[config.mk]
export PLATFORM = sky130hd
export DESIGN_NAME = busdec_front
export DESIGN_NICKNAME = d
export VERILOG_FILES = /design/src/rtl/busdec_pkg.sv /design/src/rtl/busdec_front.sv
export SDC_FILE = /design/constraint.sdc
export NUM_CORES = 1
export LEC_CHECK = 0
export BUFFER_PORTS_ARGS = -buffer_cell sky130_fd_sc_hd__buf_4
export CAP_MARGIN = 5
export CORE_UTILIZATION = 40
export CTS_CLUSTER_SIZE = 14
export DETAILED_ROUTE_END_ITERATION = 10
export PLACE_DENSITY = 0.79
export SYNTH_ARGS = -nofsm -noshare
export SYNTH_HDL_FRONTEND = slang
export SYNTH_SLANG_ARGS = --single-unit
[constraint.sdc]
create_clock -name clk_i -period 1.69 [get_ports clk_i]
set_clock_uncertainty 0.15 [all_clocks]
set_input_delay 0.338 -clock clk_i [delete_from_list [all_inputs] [get_ports clk_i]]
set_output_delay 0.338 -clock clk_i [all_outputs]
set_load 0.05 [all_outputs]
[src/rtl/busdec_pkg.sv]
package busdec_pkg;

  // Kind of access, settled from the address and direction alone.
  typedef enum logic [3:0] {
    CLS_MEM,
    CLS_BUSCTL,
    CLS_POWER,
    CLS_SPEAKER,
    CLS_CONST_ONE,
    CLS_BANK,
    CLS_CLKCTL,
    CLS_LCD_CTL,
    CLS_LCD_DATA,
    CLS_PERIPH,
    CLS_SYSRAM,
    CLS_CART,
    CLS_ROM,
    CLS_DROP
  } cls_e;

  typedef enum logic [2:0] {
    ROUTE_MEM      = 3'd0,
    ROUTE_HANDLED  = 3'd1,
    ROUTE_LCD_CTL  = 3'd2,
    ROUTE_LCD_DATA = 3'd3,
    ROUTE_PERIPH   = 3'd4,
    ROUTE_DROP     = 3'd5
  } route_e;

  localparam int unsigned QUEUE_DEPTH = 2;

  typedef struct packed {
    cls_e        cls;
    logic        wr;
    logic [15:0] addr;
    logic [7:0]  wdata;
  } item_t;

  typedef struct packed {
    route_e      route;
    logic [17:0] maddr;
    logic        mwr;
    logic [7:0]  rval;
    logic [3:0]  pidx;
    logic        pulse;
    logic        spk;
    logic [4:0]  div;
    logic        power;
  } result_t;

endpackage

[src/rtl/busdec_front.sv]
module busdec_front (
  input  logic               clk_i,
  input  logic               rst_ni,
  input  logic               in_valid_i,
  output logic               in_ready_o,
  input  logic               in_wr_i,
  input  logic [15:0]        in_addr_i,
  input  logic [7:0]         in_wdata_i,
  output logic               push_valid_o,
  input  logic               push_ready_i,
  output busdec_pkg::item_t  push_item_o
);

  localparam logic [15:0] AddrLowEnd   = 16'h007F;
  localparam logic [15:0] AddrPerBase  = 16'h0100;
  localparam logic [15:0] AddrPerLast  = 16'h010B;
  localparam logic [15:0] AddrBusCtl   = 16'h0110;
  localparam logic [15:0] AddrPower    = 16'h0111;
  localparam logic [15:0] AddrStatA    = 16'h0114;
  localparam logic [15:0] AddrSpeaker  = 16'h0115;
  localparam logic [15:0] AddrStatB    = 16'h0116;
  localparam logic [15:0] AddrBank     = 16'h0119;
  localparam logic [15:0] AddrClkCtl   = 16'h011A;
  localparam logic [15:0] AddrLcdCtl   = 16'h011E;
  localparam logic [15:0] AddrLcdData  = 16'h011F;
  localparam logic [15:0] AddrLowLast  = 16'h0FFF;
  localparam logic [15:0] AddrRamLast  = 16'h4FFF;
  localparam logic [15:0] AddrCartLast = 16'hCFFF;
  localparam logic [15:0] AddrRomLast  = 16'hEFFF;
  localparam logic [15:0] AddrBootBase = 16'hF800;

  busdec_pkg::cls_e  cls;
  busdec_pkg::item_t item_q;
  logic              valid_q, valid_d;
  logic              accept;

  always_comb begin
    if (in_addr_i <= AddrLowEnd) begin
      cls = busdec_pkg::CLS_MEM;
    end else if (in_addr_i == AddrBusCtl) begin
      cls = busdec_pkg::CLS_BUSCTL;
    end else if (in_addr_i == AddrPower && in_wr_i) begin
      cls = busdec_pkg::CLS_POWER;
    end else if (in_addr_i == AddrSpeaker && in_wr_i) begin
      cls = busdec_pkg::CLS_SPEAKER;
    end else if ((in_addr_i == AddrStatA || in_addr_i == AddrStatB) && !in_wr_i) begin
      cls = busdec_pkg::CLS_CONST_ONE;
    end else if (in_addr_i == AddrBank) begin
      cls = busdec_pkg::CLS_BANK;
    end else if (in_addr_i == AddrClkCtl) begin
      cls = busdec_pkg::CLS_CLKCTL;
    end else if (in_addr_i == AddrLcdCtl) begin
      cls = busdec_pkg::CLS_LCD_CTL;
    end else if (in_addr_i == AddrLcdData) begin
      cls = busdec_pkg::CLS_LCD_DATA;
    end else if (in_addr_i >= AddrPerBase && in_addr_i <= AddrPerLast) begin
      cls = busdec_pkg::CLS_PERIPH;
    end else if (in_addr_i <= AddrLowLast) begin
      cls = busdec_pkg::CLS_MEM;
    end else if (in_addr_i <= AddrRamLast) begin
      cls = busdec_pkg::CLS_SYSRAM;
    end else if (in_addr_i <= AddrCartLast) begin
      cls = busdec_pkg::CLS_CART;
    end else if (in_addr_i <= AddrRomLast) begin
      cls = in_wr_i ? busdec_pkg::CLS_DROP : busdec_pkg::CLS_ROM;
    end else if (in_addr_i >= AddrBootBase && in_wr_i) begin
      cls = busdec_pkg::CLS_DROP;
    end else begin
      cls = busdec_pkg::CLS_MEM;
    end
  end

  assign in_ready_o   = !valid_q || push_ready_i;
  assign accept       = in_valid_i && in_ready_o;
  assign push_valid_o = valid_q;
  assign push_item_o  = item_q;

  always_comb begin
    valid_d = valid_q;
    if (accept) begin
      valid_d = 1'b1;
    end else if (push_ready_i) begin
      valid_d = 1'b0;
    end
  end

  always_ff @(posedge clk_i or negedge rst_ni) begin
    if (!rst_ni) begin
      valid_q <= 1'b0;
    end else begin
      valid_q <= valid_d;
    end
  end

  always_ff @(posedge clk_i) begin
    if (accept) begin
      item_q.cls   <= cls;
      item_q.wr    <= in_wr_i;
      item_q.addr  <= in_addr_i;
      item_q.wdata <= in_wdata_i;
    end
  end

endmodule

==> results by group <==
Cells and area
  – # diodes: 0
  – Ratio of cells with drive above 1 in the final layout: 53.6%
  – Most frequent cells in the layout: 65 x buf_4, 29 x edfxtp_1, 6 x nand2_1, 6 x a21oi_1, 5 x clkbuf_4
  – Final Util: 65.9%
  – Nets: 181
  – Synthesis-to-layout area growth: 53.6%
  – Commonest non-fill, non-tap cell in the layout: buf_4

Clocking
  – H-tree lvl count: 2
  – Worst-path clk slew: 0.09 ns
  – Sink Count: 30
  – CTS tree: built
  – Total CTS buffers: 5
  – Max Buffers Root-to-Sink: 2
  – Clock Latency Late Sink: 0.31 ns
  – Clock root buffer: clkbuf_4

STA
  – Max-slew violation count: 0
  – RSZ-0062 raised after global routing: true
  – Tcrit/Tclk final: 103%
  – Worst Tran Pin Value: 0.374 ns
  – Fmax: 573 MHz
  – Fin. Hold Viols: 0
  – Period minus WS final: 1.75 ns
  – Setup violators final: 1
  – Setup ws final: -0.0562 ns
  – Worst rel slew slack: 75.0%

Critical path
  – Crit path arrival time: 1.67 ns
  – Cell Chain, Critical Path: buf_6, or4_4, nor4b_4, nand2b_1, o22a_2
  – Worst r2r src: push_valid_o
  – Crit-path slowest cell: or4_4
  – Crit Reg-Reg Endpoint: push_item_o[2]
  – R2r worst-path depth: 2
  – Crit. End Element: flip-flop
  – CP startpoint: in_addr_i[9]
  – Critical setup path kind: in2reg
  – Internal reg-to-reg setup slack: 0.30 ns
  – CP required: 1.61 ns
  – CP startpoint kind: primary input
  – Maximum fanout along the worst path: 3
  – CP peak stage delay: 0.54 ns

Logic synthesis
  – Number of synthesis warnings: 0
  – Post-synth cell types: 27
  – Top post-synthesis cells by area: edfxtp_1 73%, a21oi_1 2.5%, dfrtp_1 2.1%, nor4b_4 2.0%, nand2_1 1.9%
  – Synthesized area per cell: 15.5 um^2
  – Seq/Total Area, Yosys: 75.1%
  – Post-Syn Instances: 77
  – Leading area contributor after synthesis: edfxtp_1
  – Cell Area, Synth: 1190 um^2
  – Top cell type's share of synthesized area: 73.0%
  – Synthesis-stage register bit count: 30
  – Syn nets: 106

GRT
  – Maximum number of pins on one net before global-route repair: 30
  – All-layer global routing usage: 18.9%
  – First-pass GRT wire length: 4440 um
  – Gr ovfl total: 0
  – Initial antenna violation count: 0
  – Vias in the first global route: 957

Placed design
  – IO buf count: 59
  – Placement Setup Slack: -0.391 ns
  – Post-detail-place hpwl: 1970 um
  – Placer Congestion: 0.693

Power and ir drop
  – Sw Pwr: 0.465 mW
  – Sw frac: 27.9%
  – Lkg Pwr: 0.765 nW
  – Maximum vdd drop: 0.670 mV
  – Int Power: 1.20 mW
  – Clock power frac: 25.6%
  – Combinational Power Share: 21.8%
  – P per Cell Area: 909 nW/um^2
  – Power, Total: 1.67 mW
  – Seq pwr share: 52.6%

Die
  – Die Y: 56.6 um
  – Die width: 56.6 um
  – Die ar.: 3210 um^2
  – Core area: 2780 um^2
  – Top-level port count: 60
  – Initial Utilization: 42.9%
  – Standard-cell rows: 19

Route
  – DRT Pass-1 Iters: 4
  – ANT nets after route: 0
  – Routed wire length: 2760 um
  – Vias per cell: 5.21
  – 1st-iter DRT viols: 27
  – Vias: 959
  – Routed wire per std cell: 15.0 um
  – DRC viols: 0

Min path
  – Hold-critical path endpoint: push_item_o[6]
  – Min-Delay Path Depth: 1
  – Class of the worst hold path: in2reg
  – Hold Startpoint: in_wdata_i[6]

Job
  – Max cap viols: 0

Run status
  – Status: complete, but fails checks
  – Failing checks: negative setup slack
==> logic make-up after synthesis <==
kind of cell | share of synthesized area (%)
flops | 75.1
compound gates | 9.54
buf+inv | 2.31
simple gates | 13.1
==> layer usage <==
layer / track usage [%] / part of all wire (%)
met1: 21.3 / 38
met2: 31.3 / 54
met3: 6.91 / 5.4
met4: 9.41 / 2.7
met5: 0 / 0
==> per-stage QoR <==
stage	hold WS, ns	area (um^2)	std cells	setup TNS (ns)
floorplan	-0.108	1200	77	-0.262
global placement	-0.0368	1720	172	-1.07
detailed placement	-0.0337	1720	172	-1.30
CTS	0.0245	1810	181	-0.0332
global route	0.0130	1830	184	-0.148
finish	0.0379	1830	184	-0.0562
==> power by group through the flow <==
stage | logic, mW | registers [mW] | clock network [mW]
after floorplan | 0.0634 | 1.03 | 0
after global placement | 0.344 | 0.892 | 0
after detailed placement | 0.351 | 0.894 | 0
after CTS | 0.357 | 0.878 | 0.437
after global routing | 0.380 | 0.880 | 0.479
final | 0.362 | 0.877 | 0.427
==> sequential cells by signal, indices dropped and copies added (netlist names) <==
register,cells
push_valid_o,1
push_item_o,29
==> area by class of cell <==
class | count | area, um^2
flip-flops and latches | 30 | 896
repair buffers | 70 | 541
well taps | 31 | 38.8
inverters | 3 | 11.3
multi-input cells | 42 | 288
fillers | 196 | 948
clock buffers | 8 | 58.8
==> cells in the mapped netlist, drive strengths merged <==
library cell / n
a211oi: 1
a21oi: 6
a22o: 1
a31oi: 3
a32oi: 1
and2: 1
and4: 1
buf: 2
dfrtp: 1
edfxtp: 29
inv: 3
nand2: 6
nand2b: 3
nand3: 4
nand4b: 1
nor2: 2
nor4b: 1
o21ai: 3
o22a: 1
o22ai: 1
o32ai: 1
or2: 1
or3: 2
or3b: 1
or4: 1
==> critical path, delay by kind of cell <==
kind	cells	cell delay, ns
and+or+nand+nor	3	1.03
AOI/OAI and AO/OA	1	0.21
buffers and inverters	1	0.09
==> worst max path at each step <==
| stage | endpoint | slack, ns | depth (start not counted) |
|---|---|---|---|
| after global placement | push_item_o[25] | -0.32 | 5 |
| after detailed placement | push_item_o[25] | -0.39 | 5 |
| after CTS | push_item_o[25] | -0.03 | 5 |
| after floorplan | push_item_o[25] | -0.15 | 4 |
| after global routing | push_item_o[25] | -0.09 | 5 |
| final | push_item_o[25] | -0.06 | 5 |
==> what timing repair did <==
| action | in CTS | in global routing |
|---|---|---|
| cloned | 0 | 0 |
| endpoints found under the hold margin | 1 | 2 |
| setup buffers | 0 | 1 |
| pin swaps | 0 | 0 |
| endpoints found under the setup margin | 2 | 3 |
| hold buffers | 1 | 2 |
| gates resized for setup | 3 | 0 |
Note: power is estimated with default switching activity, not from simulation.
