### config.mk
export PLATFORM = sky130hd
export DESIGN_NAME = busdec_queue
export DESIGN_NICKNAME = d
export VERILOG_FILES = /design/src/rtl/busdec_pkg.sv /design/src/rtl/busdec_queue.sv
export SDC_FILE = /design/constraint.sdc
export NUM_CORES = 1
export LEC_CHECK = 0
export ABC_AREA = 1
export BUFFER_PORTS_ARGS = -buffer_cell sky130_fd_sc_hd__buf_2
export CAP_MARGIN = 30
export CORE_MARGIN = 2
export CORE_UTILIZATION = 30
export DETAILED_ROUTE_END_ITERATION = 12
export HOLD_SLACK_MARGIN = 0.1
export PLACE_DENSITY = 0.48
export SYNTH_ARGS = -nofsm -noshare
export SYNTH_HDL_FRONTEND = slang
export SYNTH_SLANG_ARGS = --single-unit
### constraint.sdc
create_clock -name clk_i -period 2.6 [get_ports clk_i]
set_clock_uncertainty 0.15 [all_clocks]
set_input_delay 0.26 -clock clk_i [delete_from_list [all_inputs] [get_ports clk_i]]
set_output_delay 0.26 -clock clk_i [all_outputs]
set_load 0.02 [all_outputs]
### src/rtl/busdec_pkg.sv
package busdec_pkg;

  // Kind of access, settled from the address and direction alone.
  typedef enum logic [3:0] {
    CLS_MEM,
    CLS_BUSCTL,
    CLS_POWER,
    CLS_SPEAKER,
    CLS_CONST_ONE,
    CLS_BANK,
    CLS_CLKCTL,
    CLS_LCD_CTL,
    CLS_LCD_DATA,
    CLS_PERIPH,
    CLS_SYSRAM,
    CLS_CART,
    CLS_ROM,
    CLS_DROP
  } cls_e;

  typedef enum logic [2:0] {
    ROUTE_MEM      = 3'd0,
    ROUTE_HANDLED  = 3'd1,
    ROUTE_LCD_CTL  = 3'd2,
    ROUTE_LCD_DATA = 3'd3,
    ROUTE_PERIPH   = 3'd4,
    ROUTE_DROP     = 3'd5
  } route_e;

  localparam int unsigned QUEUE_DEPTH = 2;

  typedef struct packed {
    cls_e        cls;
    logic        wr;
    logic [15:0] addr;
    logic [7:0]  wdata;
  } item_t;

  typedef struct packed {
    route_e      route;
    logic [17:0] maddr;
    logic        mwr;
    logic [7:0]  rval;
    logic [3:0]  pidx;
    logic        pulse;
    logic        spk;
    logic [4:0]  div;
    logic        power;
  } result_t;

endpackage

### src/rtl/busdec_queue.sv
module busdec_queue (
  input  logic               clk_i,
  input  logic               rst_ni,
  input  logic               push_valid_i,
  output logic               push_ready_o,
  input  busdec_pkg::item_t  push_item_i,
  output logic               pop_valid_o,
  input  logic               pop_ready_i,
  output busdec_pkg::item_t  pop_item_o
);

  localparam int unsigned PtrW = $clog2(busdec_pkg::QUEUE_DEPTH);
  localparam int unsigned CntW = $clog2(busdec_pkg::QUEUE_DEPTH + 1);
  localparam logic [CntW-1:0] Full = CntW'(busdec_pkg::QUEUE_DEPTH);
  localparam logic [PtrW-1:0] LastSlot = PtrW'(busdec_pkg::QUEUE_DEPTH - 1);

  busdec_pkg::item_t slot_q [busdec_pkg::QUEUE_DEPTH];
  logic [PtrW-1:0]   wr_ptr_q, wr_ptr_d, rd_ptr_q, rd_ptr_d;
  logic [CntW-1:0]   count_q, count_d;
  logic              push, pop;

  assign push_ready_o = count_q != Full;
  assign pop_valid_o  = count_q != '0;
  assign push         = push_valid_i && push_ready_o;
  assign pop          = pop_valid_o && pop_ready_i;
  assign pop_item_o   = slot_q[rd_ptr_q];

  always_comb begin
    wr_ptr_d = wr_ptr_q;
    rd_ptr_d = rd_ptr_q;
    count_d  = count_q;
    if (push) begin
      wr_ptr_d = (wr_ptr_q == LastSlot) ? '0 : wr_ptr_q + 1'b1;
    end
    if (pop) begin
      rd_ptr_d = (rd_ptr_q == LastSlot) ? '0 : rd_ptr_q + 1'b1;
    end
    if (push && !pop) begin
      count_d = count_q + 1'b1;
    end else if (pop && !push) begin
      count_d = count_q - 1'b1;
    end
  end

  always_ff @(posedge clk_i or negedge rst_ni) begin
    if (!rst_ni) begin
      wr_ptr_q <= '0;
      rd_ptr_q <= '0;
      count_q  <= '0;
    end else begin
      wr_ptr_q <= wr_ptr_d;
      rd_ptr_q <= rd_ptr_d;
      count_q  <= count_d;
    end
  end

  always_ff @(posedge clk_i) begin
    if (push) begin
      slot_q[wr_ptr_q] <= push_item_i;
    end
  end

endmodule

==> metrics.log, run 1 <==
INFO  metric status = finished, final reports clean
INFO  metric final-seq-area = 0.001842 mm2
INFO  metric proportion_of_synthesized_chip_area_in_sequential_cells = 78.59%
INFO  metric cellPowerDensity = 1106 mW/mm2
INFO  metric layout_setup_ws = 671.0 ps
INFO  metric layout_min_cycle_time = 1929 ps
INFO  metric remaining_drc_errors = 0
INFO  metric finalWirelength = 4.778 mm
INFO  metric via_count = 1571
INFO  metric timing.critical_path.to = pop_item_o[24]
INFO  metric cts.clk_slew.worst_paths = 60 ps
INFO  metric timing.final.setup_violations = 0
INFO  metric floorplan.initialDensity = 30.64%
INFO  metric yosysWarnings = 0
INFO  metric cts.repair.resized = 0
INFO  metric utilization = 43.50%
INFO  metric post-place-ws = 806.1 ps
INFO  metric drt_iter0_markers = 90
INFO  metric place.gp.congestion = 0.6929
INFO  metric wl_met3 = 231 um
INFO  metric die_h = 92.39 um
INFO  metric placementRows = 32
INFO  metric postCtsHoldBufs = 31
INFO  metric antenna_violations_before_repair = 0
INFO  metric n_antenna_cell = 0
INFO  metric fill_cells = 725
INFO  metric clock-root-buffer = sky130_fd_sc_hd__clkbuf_8
INFO  metric report.final.slew_viol_count = 0
INFO  metric final_cells = 390
INFO  metric tritoncts = yes
INFO  metric timing.critical_path.cells = inv_2 -> nand2_1 -> nand2_1 -> buf_2
INFO  metric cts_setup_buffers = 0
INFO  metric post_synth.cell_area_avg = 13.02 um2
INFO  metric synthesis.nets = 214
INFO  metric p_leak = 1.442 nW
INFO  metric half_perimeter_wire_length_of_the_detailed_placement_result = 2.897 mm
INFO  metric cp-start-kind = flop
INFO  metric core_area = 0.007647 mm2
INFO  metric timing.critical_path.to_type = output pin
INFO  metric clk_latency_worst_skew_pair = 320 ps
INFO  metric finalHoldViolations = 0
INFO  metric slew-limit-headroom = 62.28%
INFO  metric global_route.overflow_total = 0
INFO  metric io_pins = 64
INFO  metric wl_per_cell = 12.25 um
INFO  metric dr.pass1.iters = 4
INFO  metric rsz_0062_raised_after_global_routing = false
INFO  metric timing.reg2reg.worst_path_depth = 5
INFO  metric critical-path-slowest-cell = sky130_fd_sc_hd__inv_2
INFO  metric cts_buffers = 9
INFO  metric drt-met1-wl = 2.033 mm
INFO  metric die_width = 92.39 um
INFO  metric viasPerCell = 4.028
INFO  metric required = 2190 ps
INFO  metric ant_nets = 0
INFO  metric place.port_buffers = 63
INFO  metric netlist_area = 0.002343 mm2
INFO  metric highest-signal-layer = met4
INFO  metric cts.htree.levels = 3
INFO  metric critical-path-top-cell-by-count = sky130_fd_sc_hd__nand2_1
INFO  metric cells_after_synth = 180
INFO  metric min_period_over_period = 74.19%
INFO  metric critical-path-max-stage-delay = 430 ps
INFO  metric maxCapViolCount = 0
INFO  metric worstSetupStartpoint = rd_ptr_q
INFO  metric path_class = flop to output pin
INFO  metric achievable-frequency = 0.5184 GHz
INFO  metric r2r_slack = 850 ps
INFO  metric die_area = 0.008535 mm2
INFO  metric grt_usage = 11.97%
INFO  metric rr_startpoint = count_q[0]
INFO  metric cp_data_arrival_time = 1520 ps
INFO  metric hold_start = push_valid_i
INFO  metric worstMarginPinSlew = 565.0 ps
INFO  metric routed-wl-met2 = 2.438 mm
INFO  metric clockBufferDepth = 2
INFO  metric holdCritPathClass = primary input to flop
INFO  metric post-place-cells = 343
INFO  metric worst_ir_drop_vdd = 0.0005283 V
INFO  metric final_layout_size_suffix_gt1_share = 30.90%
INFO  metric first_pass_grt_wire_length = 7.590 mm
INFO  metric grt_pass1_vias = 1648
INFO  metric tritoncts_num_sinks = 62
INFO  metric critical_path.reg2reg.endpoint = slot_q[1][10]
INFO  metric timing.critical_path.fanout_max = 30
INFO  metric layout.nets = 317
INFO  metric area_of_combinational_cells_with_multiple_inputs = 460.4 um2
INFO  metric synth.lib_cells_used.distinct = 14
INFO  metric area_growth_syn_to_layout = 41.96%
INFO  metric setup_total_negative_slack = 0 ps
INFO  metric pin_count_of_the_biggest_net_entering_global_routing = 31
INFO  metric postSynthRegisterBits = 62
[sequential cells by signal, indices dropped and copies added, names as in the netlist]
register  flops
slot_q       58
count_q       2
rd_ptr_q      1
wr_ptr_q      1
[cells in the final DEF, fill, tap and decap left out, drive strengths merged]
cell,synthesis,layout
buf,6,67
bufinv,0,2
clkbuf,0,9
clkinv,0,5
dfrtp,4,4
dlygate4sd3,0,31
edfxtp,58,58
ha,1,1
inv,7,7
nand2,97,97
nand3,2,2
nand4,1,1
nor2,2,2
xnor2,1,1
xor2,1,1
[cells by family (layout without fill, tap and decap cells)]
family | after synthesis | after routing | synth area share [%]
AND/OR/NAND/NOR | 102 | 102 | 17.41
buffers and inverters | 13 | 121 | 2.402
XOR/XNOR | 2 | 2 | 1.068
flip-flops | 62 | 62 | 78.59
adder cells (fa/ha/maj) | 1 | 1 | 0.5338
[layer usage]
layer / up-vias / global-route usage, %
met5: - / 0
met4: 0 / 5.597
met3: 7 / 3.580
met2: 45 / 20.80
met1: 715 / 13.45
li1: 804 / -
[cell usage after synthesis]
cell type	instances	share of area, %
sky130_fd_sc_hd__nand2_1	93	15
sky130_fd_sc_hd__nand2_4	2	0.96
sky130_fd_sc_hd__nand4_1	1	0.27
sky130_fd_sc_hd__nand2_2	2	0.53
sky130_fd_sc_hd__dfrtp_1	4	4.3
sky130_fd_sc_hd__edfxtp_1	58	74
sky130_fd_sc_hd__inv_2	4	0.64
sky130_fd_sc_hd__nand3_1	2	0.43
sky130_fd_sc_hd__xnor2_1	1	0.37
sky130_fd_sc_hd__buf_2	6	1.3
sky130_fd_sc_hd__ha_1	1	0.53
sky130_fd_sc_hd__nor2_1	2	0.32
sky130_fd_sc_hd__inv_1	3	0.48
sky130_fd_sc_hd__xor2_2	1	0.69
[worst max-delay path: cells and delay by family, from the launching register on]
family / cells / cell delay (ps)
buffers and inverters: 2 / 600
DFF: 1 / 390
and+or+nand+nor: 2 / 200
[layout make-up]
| type | count | share of cell area (%) |
|---|---|---|
| repair buffers | 98 | 20.08 |
| well taps | 102 | 3.836 |
| clock inverters | 7 | 2.369 |
| inverters | 7 | 0.7898 |
| multi-input cells | 105 | 13.84 |
| clock buffers | 9 | 3.723 |
| flip-flops and latches | 62 | 55.36 |
[report_power, final]
part | switching, W | total, W | internal [W]
Sequential | 0.0000695 | 0.00144 | 0.00137
Clock | 0.000344 | 0.000867 | 0.000523
Combinational | 0.000944 | 0.00137 | 0.000429
[how the worst min path moves through the flow]
stage	to	slack [ps]	depth (start not counted)
5_1_grt	wr_ptr_q	110	2
2_1_floorplan	count_q[0]	-190	0
3_5_place_dp	count_q[0]	-70	1
3_3_place_gp	count_q[0]	-80	1
6_report	wr_ptr_q	120	3
4_1_cts	count_q[0]	110	2
[per-stage QoR]
stage          instance area [um2]  power [W]  hold WS (ps)
2_1_floorplan                 2344   0.002339        -185.6
3_3_place_gp                  2814   0.002817        -75.66
3_5_place_dp                  2814   0.002833        -74.99
4_1_cts                       3327   0.003741         111.9
5_1_grt                       3327   0.003933         114.8
6_report                      3327   0.003678         123.6
No activity file was read; power rests on OpenSTA's default activity.
==> run 2, diff against run 1 <==
--- a/config.mk
+++ b/config.mk
@@ -5,7 +5,7 @@
 export SDC_FILE = /design/constraint.sdc
 export NUM_CORES = 1
 export LEC_CHECK = 0
-export ABC_AREA = 1
+export ABC_AREA = 0
 export BUFFER_PORTS_ARGS = -buffer_cell sky130_fd_sc_hd__buf_2
 export CAP_MARGIN = 30
 export CORE_MARGIN = 2
==> constraint.sdc (replaced) <==
create_clock -name clk_i -period 2 [get_ports clk_i]
set_clock_uncertainty 0.15 [all_clocks]
set_input_delay 0.2 -clock clk_i [delete_from_list [all_inputs] [get_ports clk_i]]
set_output_delay 0.2 -clock clk_i [all_outputs]
set_load 0.02 [all_outputs]
==> run 2 against run 1 <==
  * Register-to-register slack worse by 540 ps
  * Die area decreased by 1.2%
  * Via count shrank 17%
  * Non-clock buffer count rose by 2
  * Sequential cell count stayed put
  * Critical path depth fell by 1
  * Power grew 23%
  * Cell count down 17%
  * Synthesized area down 1.3%
==> metrics.log, run 2 <==
INFO  metric power_frac_comb = 36.1% (-1.2 points)
INFO  metric rr_startpoint = count_q[0]
INFO  metric finalWirelength = 4.219 mm (-12%)
INFO  metric top_regs = slot_q (58), count_q (2)
INFO  metric critical_path.top_delay_family = flip-flops
INFO  metric synthesis.nets = 142 (-34%)
INFO  metric placementRows = 32 (unchanged)
INFO  metric power.share.clock = 22.1% (-1.5 points)
INFO  metric layout.nets = 250 (-21%)
INFO  metric clockBufferDepth = 2 (unchanged)
INFO  metric min_period_over_period = 89.60%
INFO  metric dr.pass1.iters = 3 (-1)
INFO  metric synth.lib_cells_used.distinct = 14 (unchanged)
INFO  metric netSwitchingFraction = 32.37% (-4.5 points)
INFO  metric via_count = 1301 (-17%)
INFO  metric drt_iter0_markers = 48 (-47%)
INFO  metric die_width = 91.82 um (-0.62%)
INFO  metric antenna_violations_before_repair = 0 (unchanged)
INFO  metric number_of_flip_flops_in_the_largest_register = 58 (unchanged)
INFO  metric remaining_drc_errors = 0 (unchanged)
INFO  metric die_area = 0.008430 mm2 (-1.2%)
INFO  metric core_area = 0.007607 mm2 (-0.52%)
INFO  metric grt_pass1_vias = 1408 (-15%)
INFO  metric register_ranked_first_by_flip_flop_count = slot_q
INFO  metric cts.clk_slew.worst_paths = 70 ps (about the same)
INFO  metric post_synth.cell_area_avg = 21.42 um2 (+65%)
INFO  metric clk_latency_worst_skew_pair = 320 ps (about the same)
INFO  metric holdCritPathClass = flop to flop
INFO  metric finalHoldViolations = 0 (unchanged)
INFO  metric timing.final.setup_violations = 0 (unchanged)
INFO  metric half_perimeter_wire_length_of_the_detailed_placement_result = 2.684 mm (-7.3%)
INFO  metric ys_dominant_reg_cell = sky130_fd_sc_hd__edfxtp_1
INFO  metric synth_edf_count = 58 (unchanged)
INFO  metric rsz_0062_raised_after_global_routing = false
INFO  metric worstSetupStartpoint = rd_ptr_q
INFO  metric status = finished, final reports clean
INFO  metric ant_nets = 0 (unchanged)
INFO  metric synth.top_cells.by_count = sky130_fd_sc_hd__edfxtp_1, sky130_fd_sc_hd__mux2_2, sky130_fd_sc_hd__dfrtp_1
INFO  metric wl_per_cell = 13.10 um (+6.9%)
INFO  metric grt_usage = 10.60% (-1.4 points)
INFO  metric place.port_buffers = 63 (unchanged)
INFO  metric io_pins = 64 (unchanged)
INFO  metric viasPerCell = 4.040 (+0.30%)
INFO  metric setup_total_negative_slack = 0 ps (unchanged)
INFO  metric timing.hold.ws = 406.6 ps (+283.0 ps)
INFO  metric first_pass_grt_wire_length = 6.575 mm (-13%)
INFO  metric required = 1650 ps (-540 ps)
INFO  metric timing.critical_path.to_type = output pin
INFO  metric hold_start = wr_ptr_q
INFO  metric netlist_area = 0.002313 mm2 (-1.3%)
INFO  metric synth_top_area_share = 75.28% (+0.96 points)
INFO  metric worst_ir_drop_vdd = 0.0004670 V (-12%)
INFO  metric worstMarginPinSlew = 247.2 ps (-317.7 ps)
INFO  metric final_layout_size_suffix_gt1_share = 51.36% (+20 points)
INFO  metric achievable-frequency = 0.5580 GHz
INFO  metric cp-start-kind = flop
INFO  metric synth.most_common_cell = sky130_fd_sc_hd__edfxtp_1
INFO  metric report.final.slew_viol_count = 0 (unchanged)
INFO  metric pwr-share-seq = 41.8% (+2.7 points)
INFO  metric proportion_of_synthesized_chip_area_in_sequential_cells = 79.61% (+1.0 points)
INFO  metric timing.critical_path.cells = buf_12 -> mux2_2 -> buf_2
INFO  metric critical-path-max-stage-delay = 370 ps (-60 ps)
INFO  metric cp_data_arrival_time = 1440 ps (-80 ps)
INFO  metric final-seq-area = 0.001842 mm2 (unchanged)
INFO  metric synthArstFlopShare = 6.452% (unchanged)
INFO  metric layout_min_cycle_time = 1792 ps
INFO  metric slew-limit-headroom = 83.52% (+21 points)
INFO  metric maxCapViolCount = 0 (unchanged)
INFO  metric tritoncts = yes
INFO  metric global_route.overflow_total = 0 (unchanged)
INFO  metric area_of_combinational_cells_with_multiple_inputs = 441.7 um2 (-4.1%)
INFO  metric timing.critical_path.buf_inv = 2 (unchanged)
INFO  metric yosysWarnings = 0 (unchanged)
INFO  metric cellPowerDensity = 1370 mW/mm2 (+24%)
INFO  metric fill_cells = 710 (-2.1%)
INFO  metric place.gp.congestion = 0.6278 (-9.4%)
INFO  metric cts.htree.levels = 3 (unchanged)
INFO  metric cts.repair.resized = 0 (unchanged)
INFO  metric postCtsHoldBufs = 33 (+6.5%)
INFO  metric layout.cells.most_common = sky130_fd_sc_hd__buf_2
INFO  metric clock-root-buffer = sky130_fd_sc_hd__clkbuf_8
INFO  metric p_leak = 1.262 nW (-12%)
INFO  metric cts_setup_buffers = 0 (unchanged)
INFO  metric area_growth_syn_to_layout = 42.40%
INFO  metric layout.cells.most_common_list = sky130_fd_sc_hd__buf_2, sky130_fd_sc_hd__edfxtp_1, sky130_fd_sc_hd__dlygate4sd3_1
INFO  metric floorplan.initialDensity = 30.41% (-0.23 points)
INFO  metric cts_buffers = 9 (unchanged)
INFO  metric p_sw = 0.001461 W (+7.6%)
INFO  metric yosysTopAreaCell = sky130_fd_sc_hd__edfxtp_1
INFO  metric postSynthRegisterBits = 62 (unchanged)
INFO  metric timing.critical_path.fanout_max = 30 (unchanged)
INFO  metric path_class = flop to output pin
INFO  metric tritoncts_num_sinks = 62 (unchanged)
INFO  metric pin_count_of_the_biggest_net_entering_global_routing = 31 (unchanged)
INFO  metric cells_after_synth = 108 (-40%)
INFO  metric internal_power_component = 0.003052 W (+31%)
INFO  metric die_h = 91.82 um (-0.62%)
INFO  metric post_synth_main_area_contributors = sky130_fd_sc_hd__edfxtp_1, sky130_fd_sc_hd__mux2_2, sky130_fd_sc_hd__dfrtp_1
INFO  metric critical-path-slowest-cell = sky130_fd_sc_hd__dfrtp_1
INFO  metric n_antenna_cell = 0 (unchanged)
-- run 2: changes by cell type after synthesis, moves of 2 or more --
cell,change
sky130_fd_sc_hd__mux2_2,+29
sky130_fd_sc_hd__inv_1,-2
sky130_fd_sc_hd__nand2_2,-2
sky130_fd_sc_hd__xor2_1,+2
sky130_fd_sc_hd__inv_2,-4
sky130_fd_sc_hd__buf_2,-6
sky130_fd_sc_hd__nand2_1,-92
sky130_fd_sc_hd__xnor2_1,+2
sky130_fd_sc_hd__nand3_1,-2
sky130_fd_sc_hd__buf_6,+3
-- run 2: logic make-up after synthesis --
logic type | Yosys count | share of synthesized area (%)
XOR/XNOR | 5 | 1.893
AND/OR/NAND/NOR | 7 | 2.217
buffers and inverters | 4 | 1.622
adder cells (fa/ha/maj) | 1 | 0.5407
multiplexers | 29 | 14.12
flip-flops | 62 | 79.61
-- run 2: power groups by stage --
stage / combinational (W) / clock (W) / sequential [W]
detailed placement: 0.00160 / 0 / 0.00192
global placement: 0.00158 / 0 / 0.00189
global route: 0.00175 / 0.00109 / 0.00191
CTS: 0.00167 / 0.00104 / 0.00189
finish: 0.00163 / 0.000998 / 0.00189
floorplan: 0.00113 / 0 / 0.00189
-- run 2: final timing paths --
check	end	slack (ps)	cells after the start
max reg2reg	count_q[1]	310	7
min	wr_ptr_q	410	1
max in group asynchronous	count_q[1]	900	3
max	pop_item_o[6]	210	3
min in group asynchronous	count_q[0]	610	3
min reg2reg	wr_ptr_q	410	1
-- run 2: routing by layer --
layer  wire (um)  global-route usage [%]  share of wire, %  up-vias
met1        1697                   11.54                40      621
met3         194                   3.205               4.6        8
met4          87                   7.090               2.1        0
met5           0                       0                 0        -
li1            -                       -                 -      633
met2        2239                   17.77                53       39
-- run 2: cell type report --
type / instances / share of cell area (%)
flip-flops and latches: 62 / 55.91
repair buffers: 100 / 21.27
multi-input cells: 42 / 13.41
clock buffers: 10 / 3.874
well taps: 102 / 3.874
clock inverters: 5 / 1.557
inverters: 1 / 0.1139
-- run 2: through the flow --
step	instances	power [W]	utilization, %	setup slack (ps)	cell area, um2
2_1_floorplan	108	0.003019	-	105.1	2321
3_3_place_gp	274	0.003474	36.61	421.3	2785
3_5_place_dp	274	0.003523	36.61	326.1	2785
4_1_cts	322	0.004595	43.31	165.9	3294
5_1_grt	322	0.004759	43.31	137.5	3294
6_report	322	0.004512	43.31	208.0	3294
==> run 3, diff against run 2 <==
--- a/config.mk
+++ b/config.mk
@@ -5,7 +5,7 @@
 export SDC_FILE = /design/constraint.sdc
 export NUM_CORES = 1
 export LEC_CHECK = 0
-export ABC_AREA = 0
+export ABC_AREA = 1
 export BUFFER_PORTS_ARGS = -buffer_cell sky130_fd_sc_hd__buf_2
 export CAP_MARGIN = 30
 export CORE_MARGIN = 2
==> run 3 against run 2 <==
  * Non-clock buffer count rose by 2
  * Hold slack worse by 40 ps
  * Wire length is 11% higher
  * Utilization is 0.69 points higher
  * Sequential share of layout area decreased by 1.2 points
  * Register-to-register slack better by 150 ps
  * Via count grew 22%
  * Die area up 1.2%
  * Power increased by 7.0%
  * Final area up 2.1%
  * Cell count up 22%
  * Clock power up 15%
  * Largest power group unchanged
==> metrics.log, run 3 (same netlist as run 1, synthesis figures left out) <==
INFO  metric timing.final.setup_violations = 0 (unchanged)
INFO  metric tritoncts_num_sinks = 62 (unchanged)
INFO  metric rsz_0062_raised_after_global_routing = false
INFO  metric via_count = 1587 (+22%)
INFO  metric drt_iter0_markers = 21 (-56%)
INFO  metric required = 1650 ps (about the same)
INFO  metric half_perimeter_wire_length_of_the_detailed_placement_result = 2.757 mm (+2.7%)
INFO  metric p_leak = 1.465 nW (+16%)
INFO  metric wl_per_cell = 11.90 um (-9.2%)
INFO  metric clockBufferDepth = 2 (unchanged)
INFO  metric top_regs = slot_q (58), count_q (2)
INFO  metric antenna_violations_before_repair = 0 (unchanged)
INFO  metric n_antenna_cell = 0 (unchanged)
INFO  metric area_of_combinational_cells_with_multiple_inputs = 460.4 um2 (+4.2%)
INFO  metric first_pass_grt_wire_length = 7.182 mm (+9.2%)
INFO  metric detailed_place.area = 0.002829 mm2 (+1.6%)
INFO  metric die_area = 0.008535 mm2 (+1.2%)
INFO  metric fill_cells = 720 (+1.4%)
INFO  metric layout_min_cycle_time = 1779 ps (-13.51 ps)
INFO  metric final-seq-area = 0.001842 mm2 (unchanged)
INFO  metric pin_count_of_the_biggest_net_entering_global_routing = 31 (unchanged)
INFO  metric floorplan.initialDensity = 30.64% (+0.23 points)
INFO  metric cp_data_arrival_time = 1430 ps (about the same)
INFO  metric layout.nets = 321 (+28%)
INFO  metric placementRows = 32 (unchanged)
INFO  metric maxCapViolCount = 0 (unchanged)
INFO  metric cts.repair.resized = 0 (unchanged)
INFO  metric timing.reg2reg.worst_path_depth = 9 (+2)
INFO  metric finalHoldViolations = 0 (unchanged)
INFO  metric achievable-frequency = 0.5623 GHz (+0.76%)
INFO  metric setup_total_negative_slack = 0 ps (unchanged)
INFO  metric cts_buffers = 9 (unchanged)
INFO  metric clk_latency_worst_skew_pair = 320 ps (about the same)
INFO  metric remaining_drc_errors = 0 (unchanged)
INFO  metric die_h = 92.39 um (+0.62%)
INFO  metric finalWirelength = 4.687 mm (+11%)
INFO  metric critical_path.reg2reg.endpoint = count_q[1]
INFO  metric status = finished, final reports clean
INFO  metric area_growth_syn_to_layout = 43.57%
INFO  metric global_route.overflow_total = 0 (unchanged)
INFO  metric cts_setup_buffers = 0 (unchanged)
INFO  metric holdCritPathClass = flop to flop
INFO  metric final_layout_size_suffix_gt1_share = 31.85% (-20 points)
INFO  metric register_ranked_first_by_flip_flop_count = slot_q
INFO  metric path_class = flop to output pin
INFO  metric ant_nets = 0 (unchanged)
INFO  metric worstSetupStartpoint = rd_ptr_q
INFO  metric postCtsHoldBufs = 33 (unchanged)
INFO  metric min_period_over_period = 88.93% (-0.68 points)
INFO  metric grt_pass1_vias = 1494 (+6.1%)
INFO  metric dr.pass1.iters = 4 (+1)
INFO  metric r2r_slack = 460 ps (+150 ps)
INFO  metric io_pins = 64 (unchanged)
INFO  metric place.gp.congestion = 0.6637 (+5.7%)
INFO  metric core_area = 0.007647 mm2 (+0.53%)
INFO  metric tritoncts = yes
INFO  metric cp-start-kind = flop
INFO  metric worstMarginPinSlew = 360.8 ps (+113.5 ps)
INFO  metric place.port_buffers = 63 (unchanged)
INFO  metric cts.clk_slew.worst_paths = 70 ps (about the same)
INFO  metric slew-limit-headroom = 75.95% (-7.6 points)
INFO  metric viasPerCell = 4.028 (-0.31%)
INFO  metric worst_ir_drop_vdd = 0.0007047 V (+51%)
INFO  metric timing.critical_path.fanout_max = 16 (-47%)
INFO  metric clock-root-buffer = sky130_fd_sc_hd__clkbuf_8
INFO  metric layout.cells.most_common = sky130_fd_sc_hd__nand2_1
INFO  metric utilization = 44.00% (+0.69 points)
INFO  metric rr_startpoint = count_q[0]
INFO  metric die_width = 92.39 um (+0.62%)
INFO  metric number_of_flip_flops_in_the_largest_register = 58 (unchanged)
INFO  metric cts.htree.levels = 3 (unchanged)
INFO  metric timing.critical_path.to = pop_item_o[7]
INFO  metric hold_start = count_q[0]
INFO  metric report.final.slew_viol_count = 0 (unchanged)
INFO  metric timing.hold.ws = 366.7 ps (-39.88 ps)
INFO  metric cellPowerDensity = 1436 mW/mm2 (+4.8%)
INFO  metric layout.cells.most_common_list = sky130_fd_sc_hd__nand2_1, sky130_fd_sc_hd__buf_2, sky130_fd_sc_hd__edfxtp_1
INFO  metric final_design_area_no_fill = 0.003364 mm2 (+2.1%)
INFO  metric timing.critical_path.to_type = output pin
INFO  metric grt_usage = 11.59% (+0.99 points)
run 3: cell count changes in the layout (fill, tap and decap cells not counted), moves of 3 or more:
| cell | delta |
|---|---|
| sky130_fd_sc_hd__mux2_2 | -29 |
| sky130_fd_sc_hd__inv_2 | +4 |
| sky130_fd_sc_hd__buf_4 | +3 |
| sky130_fd_sc_hd__nand2_1 | +92 |
run 3: worst min-delay path by stage:
stage | slack (ps) | to | depth (start not counted)
after floorplan | -250 | count_q[0] | 0
after global placement | -130 | rd_ptr_q | 1
after detailed placement | -130 | count_q[0] | 1
after CTS | 370 | count_q[0] | 1
after global routing | 410 | count_q[0] | 1
final | 370 | count_q[0] | 1
run 3: power breakdown:
| part | switching, W | total, W | internal, W |
|---|---|---|---|
| logic | 0.00122 | 0.00181 | 0.000589 |
| clock network | 0.000454 | 0.00115 | 0.000694 |
| registers | 0.0000920 | 0.00187 | 0.00178 |
| total | 0.00177 | 0.00483 | 0.00306 |
run 3: final cells by class:
cell class                      instances  share of cell area (%)
Clock buffer                           11                   3.905
Clock inverter                          5                   2.194
Multi-Input combinational cell        105                   13.69
Tap cell                              102                   3.793
Timing Repair Buffer                  102                   20.90
Sequential cell                        62                   54.74
Inverter                                7                  0.7810
run 3: layer usage:
metal  up-vias  global-route usage [%]  share of wire, %
met1       726                   13.46                44
met3         7                   4.557               5.3
met5         -                       0                 0
met2        43                   18.73                49
met4         0                   5.597               1.9
li1        811                       -                 -
run 3: metrics by stage:
stage,setup slack (ps),power (W),std cells
final,221.5,0.004830,394
after global routing,71.94,0.005147,394
after CTS,160.0,0.004926,394
after global placement,483.9,0.003696,345
after floorplan,-419.9,0.003041,180
after detailed placement,457.6,0.003711,345
run 3: critical path, stage by stage, from the launching register on:
cell and delay [ps]:
sky130_fd_sc_hd__dfrtp_1 390, sky130_fd_sc_hd__inv_2 240, sky130_fd_sc_hd__buf_12 190, sky130_fd_sc_hd__nand2_1 60
sky130_fd_sc_hd__nand2_1 60, sky130_fd_sc_hd__buf_2 160
